==> src/rtl/bfec_pkg.sv <==
// Shared constants, word types and codes of the clamp-to-edge box filter.
package bfec_pkg;

    // Frame store and kernel limits
    localparam int MAX_WIDTH  = 256;
    localparam int MAX_HEIGHT = 256;
    localparam int MAX_KERNEL = 31;

    // Fixed field widths
    localparam int CHAN_W      = 8;
    localparam int NUM_CHAN    = 4;
    localparam int PIXEL_W     = NUM_CHAN * CHAN_W;
    localparam int COORD_IN_W  = 8;
    localparam int SIZE_W      = 9;
    localparam int KERN_W      = 5;
    localparam int CFG_INDEX_W = 3;
    localparam int CFG_DATA_W  = 9;

    // Derived widths
    localparam int MAX_DIM  = (MAX_WIDTH > MAX_HEIGHT) ? MAX_WIDTH : MAX_HEIGHT;
    localparam int DIM_W    = $clog2(MAX_DIM + 1);
    localparam int C_W      = (MAX_DIM > 1) ? $clog2(MAX_DIM) : 1;
    localparam int POS_W    = $clog2(MAX_DIM + MAX_KERNEL) + 2;
    localparam int DEPTH    = MAX_WIDTH * MAX_HEIGHT;
    localparam int ADDR_W   = (DEPTH > 1) ? $clog2(DEPTH) : 1;
    localparam int AREA_W   = $clog2(MAX_KERNEL * MAX_KERNEL + 1);
    localparam int SUM_W    = $clog2(MAX_KERNEL * MAX_KERNEL * ((1 << CHAN_W) - 1) + 1);
    localparam int DIV_W    = (SUM_W + 1 > AREA_W + CHAN_W) ? SUM_W + 1 : AREA_W + CHAN_W;

    typedef enum logic [0:0] {
        CMD_STORE   = 1'b0,
        CMD_COMPUTE = 1'b1
    } command_t;

    typedef enum logic [1:0] {
        STATUS_OK         = 2'd0,
        STATUS_ZERO_SIZE  = 2'd1,
        STATUS_BAD_KERNEL = 2'd2,
        STATUS_OUTSIDE    = 2'd3
    } status_t;

    // Register indexes
    localparam logic [CFG_INDEX_W-1:0] REG_SOURCE_WIDTH  = 3'd0;
    localparam logic [CFG_INDEX_W-1:0] REG_SOURCE_HEIGHT = 3'd1;
    localparam logic [CFG_INDEX_W-1:0] REG_ROI_OFFSET_X  = 3'd2;
    localparam logic [CFG_INDEX_W-1:0] REG_ROI_OFFSET_Y  = 3'd3;
    localparam logic [CFG_INDEX_W-1:0] REG_WINDOW_WIDTH  = 3'd4;
    localparam logic [CFG_INDEX_W-1:0] REG_WINDOW_HEIGHT = 3'd5;
    localparam logic [CFG_INDEX_W-1:0] REG_KEEP_ALPHA    = 3'd6;

    typedef struct packed {
        command_t              command;
        logic [COORD_IN_W-1:0] coord_x;
        logic [COORD_IN_W-1:0] coord_y;
        logic [CHAN_W-1:0]     in_chan0;
        logic [CHAN_W-1:0]     in_chan1;
        logic [CHAN_W-1:0]     in_chan2;
        logic [CHAN_W-1:0]     in_chan3;
    } in_word_t;

    typedef struct packed {
        status_t               status;
        logic [COORD_IN_W-1:0] out_x;
        logic [COORD_IN_W-1:0] out_y;
        logic [CHAN_W-1:0]     out_chan0;
        logic [CHAN_W-1:0]     out_chan1;
        logic [CHAN_W-1:0]     out_chan2;
        logic [CHAN_W-1:0]     out_chan3;
    } out_word_t;

endpackage

==> src/rtl/bfec_div.sv <==
// Restoring divider, one quotient bit per cycle, for the rounded window mean.
module bfec_div import bfec_pkg::*; (
    input  logic              aclk,
    input  logic              aresetn,
    input  logic              start,
    input  logic [DIV_W-1:0]  dividend,
    input  logic [AREA_W-1:0] divisor,
    output logic              done,
    output logic [CHAN_W-1:0] quotient
);

    localparam int STEP_W = (CHAN_W > 1) ? $clog2(CHAN_W) : 1;

    logic              run_reg,  run_next;
    logic              done_reg, done_next;
    logic [STEP_W-1:0] cnt_reg,  cnt_next;
    logic [DIV_W-1:0]  rem_reg,  rem_next;
    logic [DIV_W-1:0]  dsr_reg,  dsr_next;
    logic [CHAN_W-1:0] quot_reg, quot_next;

    always_comb begin
        run_next  = run_reg;
        done_next = 1'b0;
        cnt_next  = cnt_reg;
        rem_next  = rem_reg;
        dsr_next  = dsr_reg;
        quot_next = quot_reg;
        if (start) begin
            run_next  = 1'b1;
            cnt_next  = STEP_W'(CHAN_W - 1);
            rem_next  = dividend;
            dsr_next  = DIV_W'(divisor) << (CHAN_W - 1);
            quot_next = '0;
        end else if (run_reg) begin
            // trial subtract, shift in one quotient bit
            if (rem_reg >= dsr_reg) begin
                rem_next  = rem_reg - dsr_reg;
                quot_next = {quot_reg[CHAN_W-2:0], 1'b1};
            end else begin
                quot_next = {quot_reg[CHAN_W-2:0], 1'b0};
            end
            dsr_next = dsr_reg >> 1;
            if (cnt_reg == '0) begin
                run_next  = 1'b0;
                done_next = 1'b1;
            end else begin
                cnt_next = cnt_reg - 1'b1;
            end
        end
    end

    always_ff @(posedge aclk) begin
        if (!aresetn) begin
            run_reg  <= 1'b0;
            done_reg <= 1'b0;
        end else begin
            run_reg  <= run_next;
            done_reg <= done_next;
        end
        cnt_reg  <= cnt_next;
        rem_reg  <= rem_next;
        dsr_reg  <= dsr_next;
        quot_reg <= quot_next;
    end

    assign done     = done_reg;
    assign quotient = quot_reg;

endmodule

==> config.mk <==
export PLATFORM = sky130hd
export DESIGN_NAME = bfec_div
export DESIGN_NICKNAME = d
export VERILOG_FILES = /design/src/rtl/bfec_pkg.sv /design/src/rtl/bfec_div.sv
export SDC_FILE = /design/constraint.sdc
export NUM_CORES = 1
export LEC_CHECK = 0
export BUFFER_PORTS_ARGS = -buffer_cell sky130_fd_sc_hd__buf_2
export CORE_UTILIZATION = 60
export CTS_CLUSTER_SIZE = 25
export DETAILED_ROUTE_END_ITERATION = 10
export GPL_TIMING_DRIVEN = 0
export PLACE_DENSITY = 0.82
export SLEW_MARGIN = 20
export SYNTH_ARGS = -nofsm -noshare
export SYNTH_HDL_FRONTEND = slang
export SYNTH_SLANG_ARGS = --single-unit
==> constraint.sdc <==
create_clock -name aclk -period 3.58 [get_ports aclk]
set_input_delay 0.716 -clock aclk [delete_from_list [all_inputs] [get_ports aclk]]
set_output_delay 0.716 -clock aclk [all_outputs]
set_load 0.01 [all_outputs]
==> metrics.txt, run 1 <==
# TYPE chip_impl_metric gauge
chip_impl_info{name="status",value="complete, no violations"} 1
chip_impl_info{name="cell_type_group_with_the_largest_total_delay_on_the_critical_path",value="compound AO/OA/AOI/OAI gates"} 1
chip_impl_metric{name="starting_density_of_the_core",unit=""} 0.642
chip_impl_metric{name="synth.distinct_cells",unit=""} 51
chip_impl_metric{name="grt_antenna_before_repair",unit=""} 0
chip_impl_info{name="synth-main-ff-cell",value="edfxtp_1"} 1
chip_impl_metric{name="period_share",unit=""} 0.822
chip_impl_metric{name="cap_violations",unit=""} 0
chip_impl_metric{name="arrival",unit="ps"} 2880
chip_impl_metric{name="final_max_slew_viol_count",unit=""} 0
chip_impl_info{name="cp_cell_sequence",value="inv_1, ha_1, nand4_1, a21oi_2, o21ai_1, a31oi_1, o31a_1"} 1
chip_impl_metric{name="antenna-diode-count",unit=""} 0
chip_impl_info{name="critical_path.endpoint_type",value="flop"} 1
chip_impl_metric{name="mappedNetlistArea",unit="mm2"} 0.00311
chip_impl_metric{name="grt-ovfl-total",unit=""} 0
chip_impl_metric{name="cts_max_level",unit=""} 2
chip_impl_info{name="clockRootBuffer",value="clkbuf_8"} 1
chip_impl_info{name="setup.worst_path.start_class",value="flop"} 1
chip_impl_metric{name="clock_skew",unit="ps"} 10.4
chip_impl_info{name="dr.max_layer_used",value="met4"} 1
chip_impl_metric{name="fin_tns_setup",unit="ps"} 0
chip_impl_metric{name="rows",unit=""} 25
chip_impl_metric{name="postSynthNetCount",unit=""} 395
chip_impl_metric{name="worst_slew_pin_slew",unit="ps"} 1020
chip_impl_metric{name="detailroute.wirelength.met3",unit="um"} 639
chip_impl_metric{name="grt_util_all_layers",unit=""} 0.293
chip_impl_metric{name="die_height",unit="um"} 74.0
chip_impl_metric{name="timing.final.crit_period",unit="ps"} 2940
chip_impl_metric{name="final-setup-viol-count",unit=""} 0
chip_impl_metric{name="cts_made_buffers",unit=""} 5
chip_impl_metric{name="post_drt_via_cell_ratio",unit=""} 5.96
chip_impl_metric{name="buffers_inserted_during_post_cts_setup_optimization",unit=""} 0
chip_impl_metric{name="grt_start_max_net_pins",unit=""} 20
chip_impl_info{name="worst_path_max_delay_cell",value="o31a_1"} 1
chip_impl_metric{name="chipWidth",unit="um"} 74.0
chip_impl_info{name="most-common-layout-cells",value="44 x buf_2, 38 x nand2_1, 36 x nor2_1"} 1
chip_impl_metric{name="syn-mean-instance-area",unit="um2"} 9.08
chip_impl_metric{name="drtAntennaViolNets",unit=""} 0
chip_impl_metric{name="finalHoldWorstSlack",unit="ps"} 491
chip_impl_metric{name="drt-wirelength-per-cell",unit="um"} 16.6
chip_impl_info{name="timing.hold.worst.class",value="flop to flop"} 1
chip_impl_metric{name="finalHoldViolations",unit=""} 0
chip_impl_metric{name="powerDensity",unit="mW/mm2"} 574
chip_impl_info{name="cts_tree",value="built"} 1
chip_impl_metric{name="first_global_vias",unit=""} 2547
chip_impl_metric{name="fmax",unit="MHz"} 340
chip_impl_info{name="worstSetupPathType",value="flop to flop"} 1
chip_impl_metric{name="clock_network_latency_to_the_later_pin_of_the_worst_skew_pair",unit="ps"} 310
chip_impl_metric{name="largest_fanout_of_any_net_on_the_critical_path",unit=""} 19
chip_impl_metric{name="yosys_reg_bits",unit=""} 49
chip_impl_metric{name="synthesis_warnings",unit=""} 0
chip_impl_metric{name="synth.yosys.seq_area_share",unit=""} 0.408
chip_impl_metric{name="syn2layout_area_growth",unit="%"} 13.2
chip_impl_metric{name="drt_iter0_drc",unit=""} 167
chip_impl_metric{name="grt_pass1_wl",unit="mm"} 12.1
chip_impl_metric{name="layout-drive-gt1-share",unit=""} 0.151
chip_impl_metric{name="cp_slowest_stage_delay",unit="ps"} 860
chip_impl_metric{name="slew_headroom",unit=""} 0.323
chip_impl_metric{name="reg2reg_slack",unit="ps"} 640
chip_impl_metric{name="post_cts.resized_instances",unit=""} 0
chip_impl_metric{name="coreArea",unit="mm2"} 0.00485
chip_impl_metric{name="ctsHoldBuffers",unit=""} 0
chip_impl_metric{name="cts-root-to-sink-buffers",unit=""} 2
chip_impl_metric{name="worst_path_required_time",unit="ps"} 3510
chip_impl_metric{name="design_power",unit="mW"} 2.02
chip_impl_metric{name="wl",unit="mm"} 7.58
chip_impl_metric{name="drt_pass1_iterations",unit=""} 5
chip_impl_metric{name="number_of_instances_in_the_synthesized_netlist",unit=""} 343
chip_impl_info{name="mostFrequentLayoutCell",value="buf_2"} 1
chip_impl_metric{name="port-buffer-count",unit=""} 40
chip_impl_metric{name="clk_pin_slew",unit="ps"} 90
chip_impl_metric{name="routabilityCongestion",unit=""} 0.947
chip_impl_metric{name="cp_num_buf_inv",unit=""} 1
chip_impl_metric{name="die-area",unit="mm2"} 0.00548
chip_impl_metric{name="total_number_of_vias",unit=""} 2729
chip_impl_metric{name="synth_async_sr_flop_share",unit=""} 0
chip_impl_metric{name="final_net_count",unit=""} 442
chip_impl_metric{name="worst_vdd_ir",unit="mV"} 0.344
chip_impl_metric{name="number_of_flops_mapped_to_enable_cells_by_yosys",unit=""} 29
chip_impl_metric{name="dp_hpwl",unit="mm"} 5.56
chip_impl_metric{name="largest_register_ffs",unit=""} 19
chip_impl_metric{name="leakagePower",unit="nW"} 1.49
chip_impl_metric{name="wl_met2",unit="mm"} 3.38
chip_impl_metric{name="boundaryPins",unit=""} 41
chip_impl_metric{name="layout.filler_cells",unit=""} 385
chip_impl_metric{name="met1_length",unit="mm"} 3.46
chip_impl_metric{name="final_util",unit=""} 0.727
chip_impl_info{name="grt_setup_unrepaired",value="no"} 1
chip_impl_metric{name="detail_route.drc_violations",unit=""} 0
chip_impl_metric{name="numClockSinks",unit=""} 49
## worst register-to-register path, stage by stage (launching register included)
cell and delay (ps):
dfxtp_1 400, inv_1 60, ha_1 350, nand4_1 170, a21oi_2 240, o21ai_1 190, a31oi_1 300, o31a_1 860
## cells in the mapped netlist (2+ instances only)
cell / count / area, um2
nand2_1: 38 / 143
nor2_1: 36 / 135
edfxtp_1: 29 / 871
inv_1: 26 / 97.6
a21oi_1: 20 / 100
dfxtp_1: 20 / 400
ha_1: 19 / 238
mux2i_1: 15 / 150
o21ai_0: 14 / 70.1
nand3_1: 12 / 60.1
o211ai_1: 10 / 75.1
o31ai_1: 10 / 75.1
a21o_1: 6 / 45.0
clkbuf_1: 5 / 18.8
o21a_1: 5 / 37.5
a311oi_1: 4 / 35.0
and2_1: 4 / 25.0
buf_2: 4 / 20.0
nand2b_1: 4 / 25.0
nor3_1: 4 / 20.0
xor2_1: 4 / 35.0
a21boi_0: 3 / 22.5
a21oi_2: 3 / 26.3
a22o_1: 3 / 26.3
and3_1: 3 / 18.8
buf_1: 3 / 11.3
nand3b_1: 3 / 22.5
nand4_1: 3 / 18.8
nor3b_1: 3 / 22.5
o21ai_1: 3 / 15.0
o31a_1: 3 / 26.3
a2111o_1: 2 / 22.5
a2111oi_0: 2 / 17.5
a31oi_1: 2 / 12.5
clkinv_1: 2 / 7.51
## per-layer routing
metal / up-vias / GRT usage
met5: - / 0
met4: 0 / 0.0726
met3: 10 / 0.0420
met2: 121 / 0.487
met1: 1247 / 0.402
li1: 1351 / -
## metrics by stage
stage	cells	setup WS (ps)	cell area [um2]
floorplan	343	1200	3110
global placement	450	373	3400
detailed placement	450	349	3400
CTS	458	654	3520
global route	458	495	3520
finish	458	637	3520
## worst paths after layout
| check | endpoint | startpoint | cells after the start |
|---|---|---|---|
| worst max-delay path | rem_reg[6] | dsr_reg[3] | 7 |
| worst min-delay path | cnt_reg[2] | cnt_reg[2] | 2 |
| worst max register to register | rem_reg[6] | dsr_reg[3] | 7 |
| worst min register to register | cnt_reg[2] | cnt_reg[2] | 2 |
## where the power goes
group	leakage [nW]	switching (mW)	internal (mW)	total [mW]
Combinational	0.970	0.537	0.319	0.856
Sequential	0.458	0.0360	0.705	0.741
Clock	0.0651	0.200	0.225	0.425
Total	1.49	0.773	1.25	2.02
## cells by family (layout without fill, tap and decap cells)
| group | Yosys count | after routing | synth area share |
|---|---|---|---|
| compound gates | 98 | 98 | 0.223 |
| xor+xnor | 5 | 5 | 0.0141 |
| fa+ha+maj | 20 | 20 | 0.0828 |
| buf+inv | 41 | 89 | 0.0535 |
| flops | 49 | 49 | 0.408 |
| mux | 15 | 15 | 0.0482 |
| simple gates | 115 | 115 | 0.170 |
## final cells by class
class | instances | area [um2] | share of cell area
Buffer | 13 | 61.3 | 0.0174
Clock inverter | 1 | 8.76 | 0.00248
Clock buffer | 7 | 119 | 0.0337
Timing Repair Buffer | 40 | 200 | 0.0568
Inverter | 28 | 105 | 0.0298
Multi-Input combinational cell | 253 | 1680 | 0.475
Tap cell | 67 | 83.8 | 0.0238
Sequential cell | 49 | 1270 | 0.361
No activity file was read; power rests on OpenSTA's default activity.
==> run 2, diff against run 1 <==
Settings changed: ABC_AREA from default to 1, CORE_UTILIZATION 60 to 52, PLACE_DENSITY 0.82 to 0.76.
Clock period 3.58 ns to 2.5 ns, I/O delays scaled along.
==> metrics.txt, run 2 <==
# TYPE chip_impl_metric gauge
chip_impl_metric{name="antenna-diode-count",unit=""} 0
chip_impl_info{name="timing.critical_path.mode_cell",value="nand2_1"} 1
chip_impl_metric{name="clk_pin_slew",unit="ps"} 90
chip_impl_metric{name="grt_antenna_before_repair",unit=""} 0
chip_impl_metric{name="detail_route.drc_violations",unit=""} 0
chip_impl_info{name="worst_path_max_delay_cell",value="edfxtp_1"} 1
chip_impl_metric{name="worst_vdd_ir",unit="mV"} 0.395
chip_impl_info{name="setup.worst_path.start_class",value="flop"} 1
chip_impl_metric{name="layout-drive-gt1-share",unit=""} 0.133
chip_impl_metric{name="final_util",unit=""} 0.615
chip_impl_metric{name="synth.distinct_cells",unit=""} 26
chip_impl_metric{name="synthDominantCellAreaShare",unit=""} 0.286
chip_impl_metric{name="cap_violations",unit=""} 0
chip_impl_metric{name="rows",unit=""} 27
chip_impl_metric{name="final_max_slew_viol_count",unit=""} 0
chip_impl_metric{name="fin_tns_setup",unit="ps"} 0
chip_impl_info{name="timing.hold.worst.class",value="input pin to flop"} 1
chip_impl_metric{name="die-area",unit="mm2"} 0.00617
chip_impl_metric{name="powerDensity",unit="mW/mm2"} 734
chip_impl_metric{name="dp_hpwl",unit="mm"} 5.57
chip_impl_metric{name="yosys_reg_bits",unit=""} 49
chip_impl_info{name="grt_setup_unrepaired",value="no"} 1
chip_impl_metric{name="cts_made_buffers",unit=""} 5
chip_impl_metric{name="finalHoldWorstSlack",unit="ps"} 408
chip_impl_metric{name="period_share",unit=""} 0.879
chip_impl_metric{name="arrival",unit="ps"} 2190
chip_impl_metric{name="grt_pass1_wl",unit="mm"} 11.9
chip_impl_metric{name="numPlacedInstances",unit=""} 524
chip_impl_metric{name="fmax",unit="MHz"} 455
chip_impl_metric{name="cp_slowest_stage_delay",unit="ps"} 390
chip_impl_metric{name="syn-mean-instance-area",unit="um2"} 7.37
chip_impl_metric{name="largest_register_ffs",unit=""} 19
chip_impl_metric{name="number_of_instances_in_the_synthesized_netlist",unit=""} 413
chip_impl_metric{name="drt_iter0_drc",unit=""} 181
chip_impl_metric{name="timing.final.crit_period",unit="ps"} 2200
chip_impl_metric{name="port-buffer-count",unit=""} 39
chip_impl_info{name="most-common-layout-cells",value="136 x nand2_1, 68 x inv_1, 41 x buf_2"} 1
chip_impl_metric{name="boundaryPins",unit=""} 41
chip_impl_metric{name="ff2ff_path_depth",unit=""} 9
chip_impl_info{name="ys_top_cells_by_count",value="137 x nand2_1, 68 x inv_1, 29 x edfxtp_1, 26 x nand3_1, 25 x nor2_1"} 1
chip_impl_info{name="critical_path.reg2reg.endpoint",value="rem_reg[5]"} 1
chip_impl_metric{name="clock_network_latency_to_the_later_pin_of_the_worst_skew_pair",unit="ps"} 310
chip_impl_metric{name="layout.filler_cells",unit=""} 539
chip_impl_info{name="synth-main-ff-cell",value="edfxtp_1"} 1
chip_impl_info{name="mostFrequentLayoutCell",value="nand2_1"} 1
chip_impl_info{name="hold_start",value="aresetn"} 1
chip_impl_metric{name="cts_max_level",unit=""} 2
chip_impl_metric{name="dpl_worst_slack",unit="ps"} -142
chip_impl_metric{name="chipWidth",unit="um"} 78.5
chip_impl_metric{name="drt-wirelength-per-cell",unit="um"} 13.6
chip_impl_metric{name="design_power",unit="mW"} 2.51
chip_impl_metric{name="final-setup-viol-count",unit=""} 0
chip_impl_info{name="clockRootBuffer",value="clkbuf_8"} 1
chip_impl_metric{name="ctsHoldBuffers",unit=""} 0
chip_impl_metric{name="die_height",unit="um"} 78.5
chip_impl_metric{name="synthesis_warnings",unit=""} 0
chip_impl_metric{name="cts-root-to-sink-buffers",unit=""} 2
chip_impl_info{name="timing.critical_path.to",value="rem_reg[5]"} 1
chip_impl_metric{name="grt-ovfl-total",unit=""} 0
chip_impl_metric{name="final_net_count",unit=""} 511
chip_impl_metric{name="number_of_flops_mapped_to_enable_cells_by_yosys",unit=""} 29
chip_impl_metric{name="worst_slew_pin_slew",unit="ps"} 586
chip_impl_metric{name="synth_async_sr_flop_share",unit=""} 0
chip_impl_info{name="crit_path_start",value="rem_reg[11]"} 1
chip_impl_metric{name="routabilityCongestion",unit=""} 0.878
chip_impl_metric{name="mappedNetlistArea",unit="mm2"} 0.00305
chip_impl_metric{name="starting_density_of_the_core",unit=""} 0.546
chip_impl_metric{name="setup_ws",unit="ps"} 301
chip_impl_metric{name="reg2reg_slack",unit="ps"} 300
chip_impl_info{name="cell_type_group_with_the_largest_total_delay_on_the_critical_path",value="simple AND/OR/NAND/NOR gates"} 1
chip_impl_info{name="cell_with_the_most_instances_after_synthesis",value="nand2_1"} 1
chip_impl_info{name="cts_tree",value="built"} 1
chip_impl_metric{name="cp_num_buf_inv",unit=""} 1
chip_impl_info{name="critical_path.endpoint_type",value="flop"} 1
chip_impl_info{name="status",value="complete, no violations"} 1
chip_impl_metric{name="worst-path-stages",unit=""} 9
chip_impl_metric{name="numClockSinks",unit=""} 49
chip_impl_metric{name="drtAntennaViolNets",unit=""} 0
chip_impl_metric{name="coreArea",unit="mm2"} 0.00557
chip_impl_metric{name="total_number_of_vias",unit=""} 2798
chip_impl_info{name="worstSetupPathType",value="flop to flop"} 1
chip_impl_metric{name="slew_headroom",unit=""} 0.610
chip_impl_metric{name="wl",unit="mm"} 7.24
chip_impl_metric{name="clock_skew",unit="ps"} 5.86
chip_impl_metric{name="synth.yosys.seq_area_share",unit=""} 0.417
chip_impl_metric{name="drt_pass1_iterations",unit=""} 5
chip_impl_metric{name="postPlaceCellArea",unit="mm2"} 0.00333
chip_impl_metric{name="layoutNonFillerInstCount",unit=""} 532
chip_impl_metric{name="finalHoldViolations",unit=""} 0
chip_impl_metric{name="finish.instance_area",unit="mm2"} 0.00343
chip_impl_metric{name="grt_util_all_layers",unit=""} 0.252
chip_impl_info{name="yosys.area.top_type",value="edfxtp_1"} 1
chip_impl_info{name="cp_cell_sequence",value="ha_1, nand2_1, inv_1, nand2_1, nor2_1, nand4_1, nand4_1, nand2_1, nand2_4"} 1
chip_impl_info{name="synth.area.top_cells",value="edfxtp_1 29%, nand2_1 17%, dfxtp_1 13%"} 1
chip_impl_metric{name="worst_path_required_time",unit="ps"} 2490
chip_impl_info{name="worst_r2r_startpoint",value="rem_reg[11]"} 1
chip_impl_metric{name="grt_start_max_net_pins",unit=""} 20
chip_impl_metric{name="largest_fanout_of_any_net_on_the_critical_path",unit=""} 19
chip_impl_metric{name="postSynthNetCount",unit=""} 465
chip_impl_metric{name="syn2layout_area_growth",unit="%"} 12.5
chip_impl_metric{name="first_global_vias",unit=""} 2659
chip_impl_metric{name="leakagePower",unit="nW"} 1.70
chip_impl_metric{name="post_drt_via_cell_ratio",unit=""} 5.26
## run 2: cell types whose count changed after synthesis, sizes merged, moves of 11 or more
cell	change
nand2	+102
nand3	+17
mux2i	-15
nor2	-11
inv	+42
o22ai	+12
## run 2: layout make-up
type                       count  area (um2)  area share
multi-input combinational    287        1490       0.434
sequential                    49        1270       0.371
inverter                      68         255      0.0745
timing repair buffer          39         195      0.0570
tap                           72        90.1      0.0263
clock buffer                   5        68.8      0.0201
buffer                         9        40.0      0.0117
clock inverter                 3        20.0     0.00584
## run 2: layer usage
layer | up-vias | track usage | routed length (um)
met3 | 15 | 0.0442 | 392
met1 | 1271 | 0.311 | 3200
li1 | 1422 | - | -
met5 | - | 0 | 0
met2 | 90 | 0.429 | 3500
met4 | 0 | 0.109 | 148
## run 2: worst register-to-register path, cell delays in order (launching register included)
cell	delay, ps
edfxtp_1	390
ha_1	380
nand2_1	120
inv_1	90
nand2_1	70
nor2_1	180
nand4_1	100
nand4_1	170
nand2_1	120
nand2_4	260
## run 2: power by group
part / total, mW / switching, mW / internal (mW)
Combinational: 1.01 / 0.642 / 0.368
Sequential: 1.01 / 0.0368 / 0.976
Clock: 0.491 / 0.291 / 0.200
Total: 2.51 / 0.969 / 1.54
## run 2: how the worst min path moves through the flow
stage	endpoint	slack, ps	depth (start not counted)
finish	run_reg	410	2
global route	run_reg	400	2
CTS	run_reg	410	2
detailed placement	cnt_reg[0]	440	2
global placement	cnt_reg[0]	440	2
floorplan	cnt_reg[0]	430	2
## run 2: timing repair
| action | in CTS | in global routing |
|---|---|---|
| buffers inserted | 0 | 0 |
| gates resized for setup | 1 | 1 |
| pin swaps | 0 | 0 |
| setup endpoints to repair | 19 | 19 |
## run 2: cell families after synthesis
logic type | synth area share
xor+xnor | 0.0173
fa+ha+maj | 0.0846
buf+inv | 0.0970
flops | 0.417
simple gates | 0.287
compound gates | 0.0966
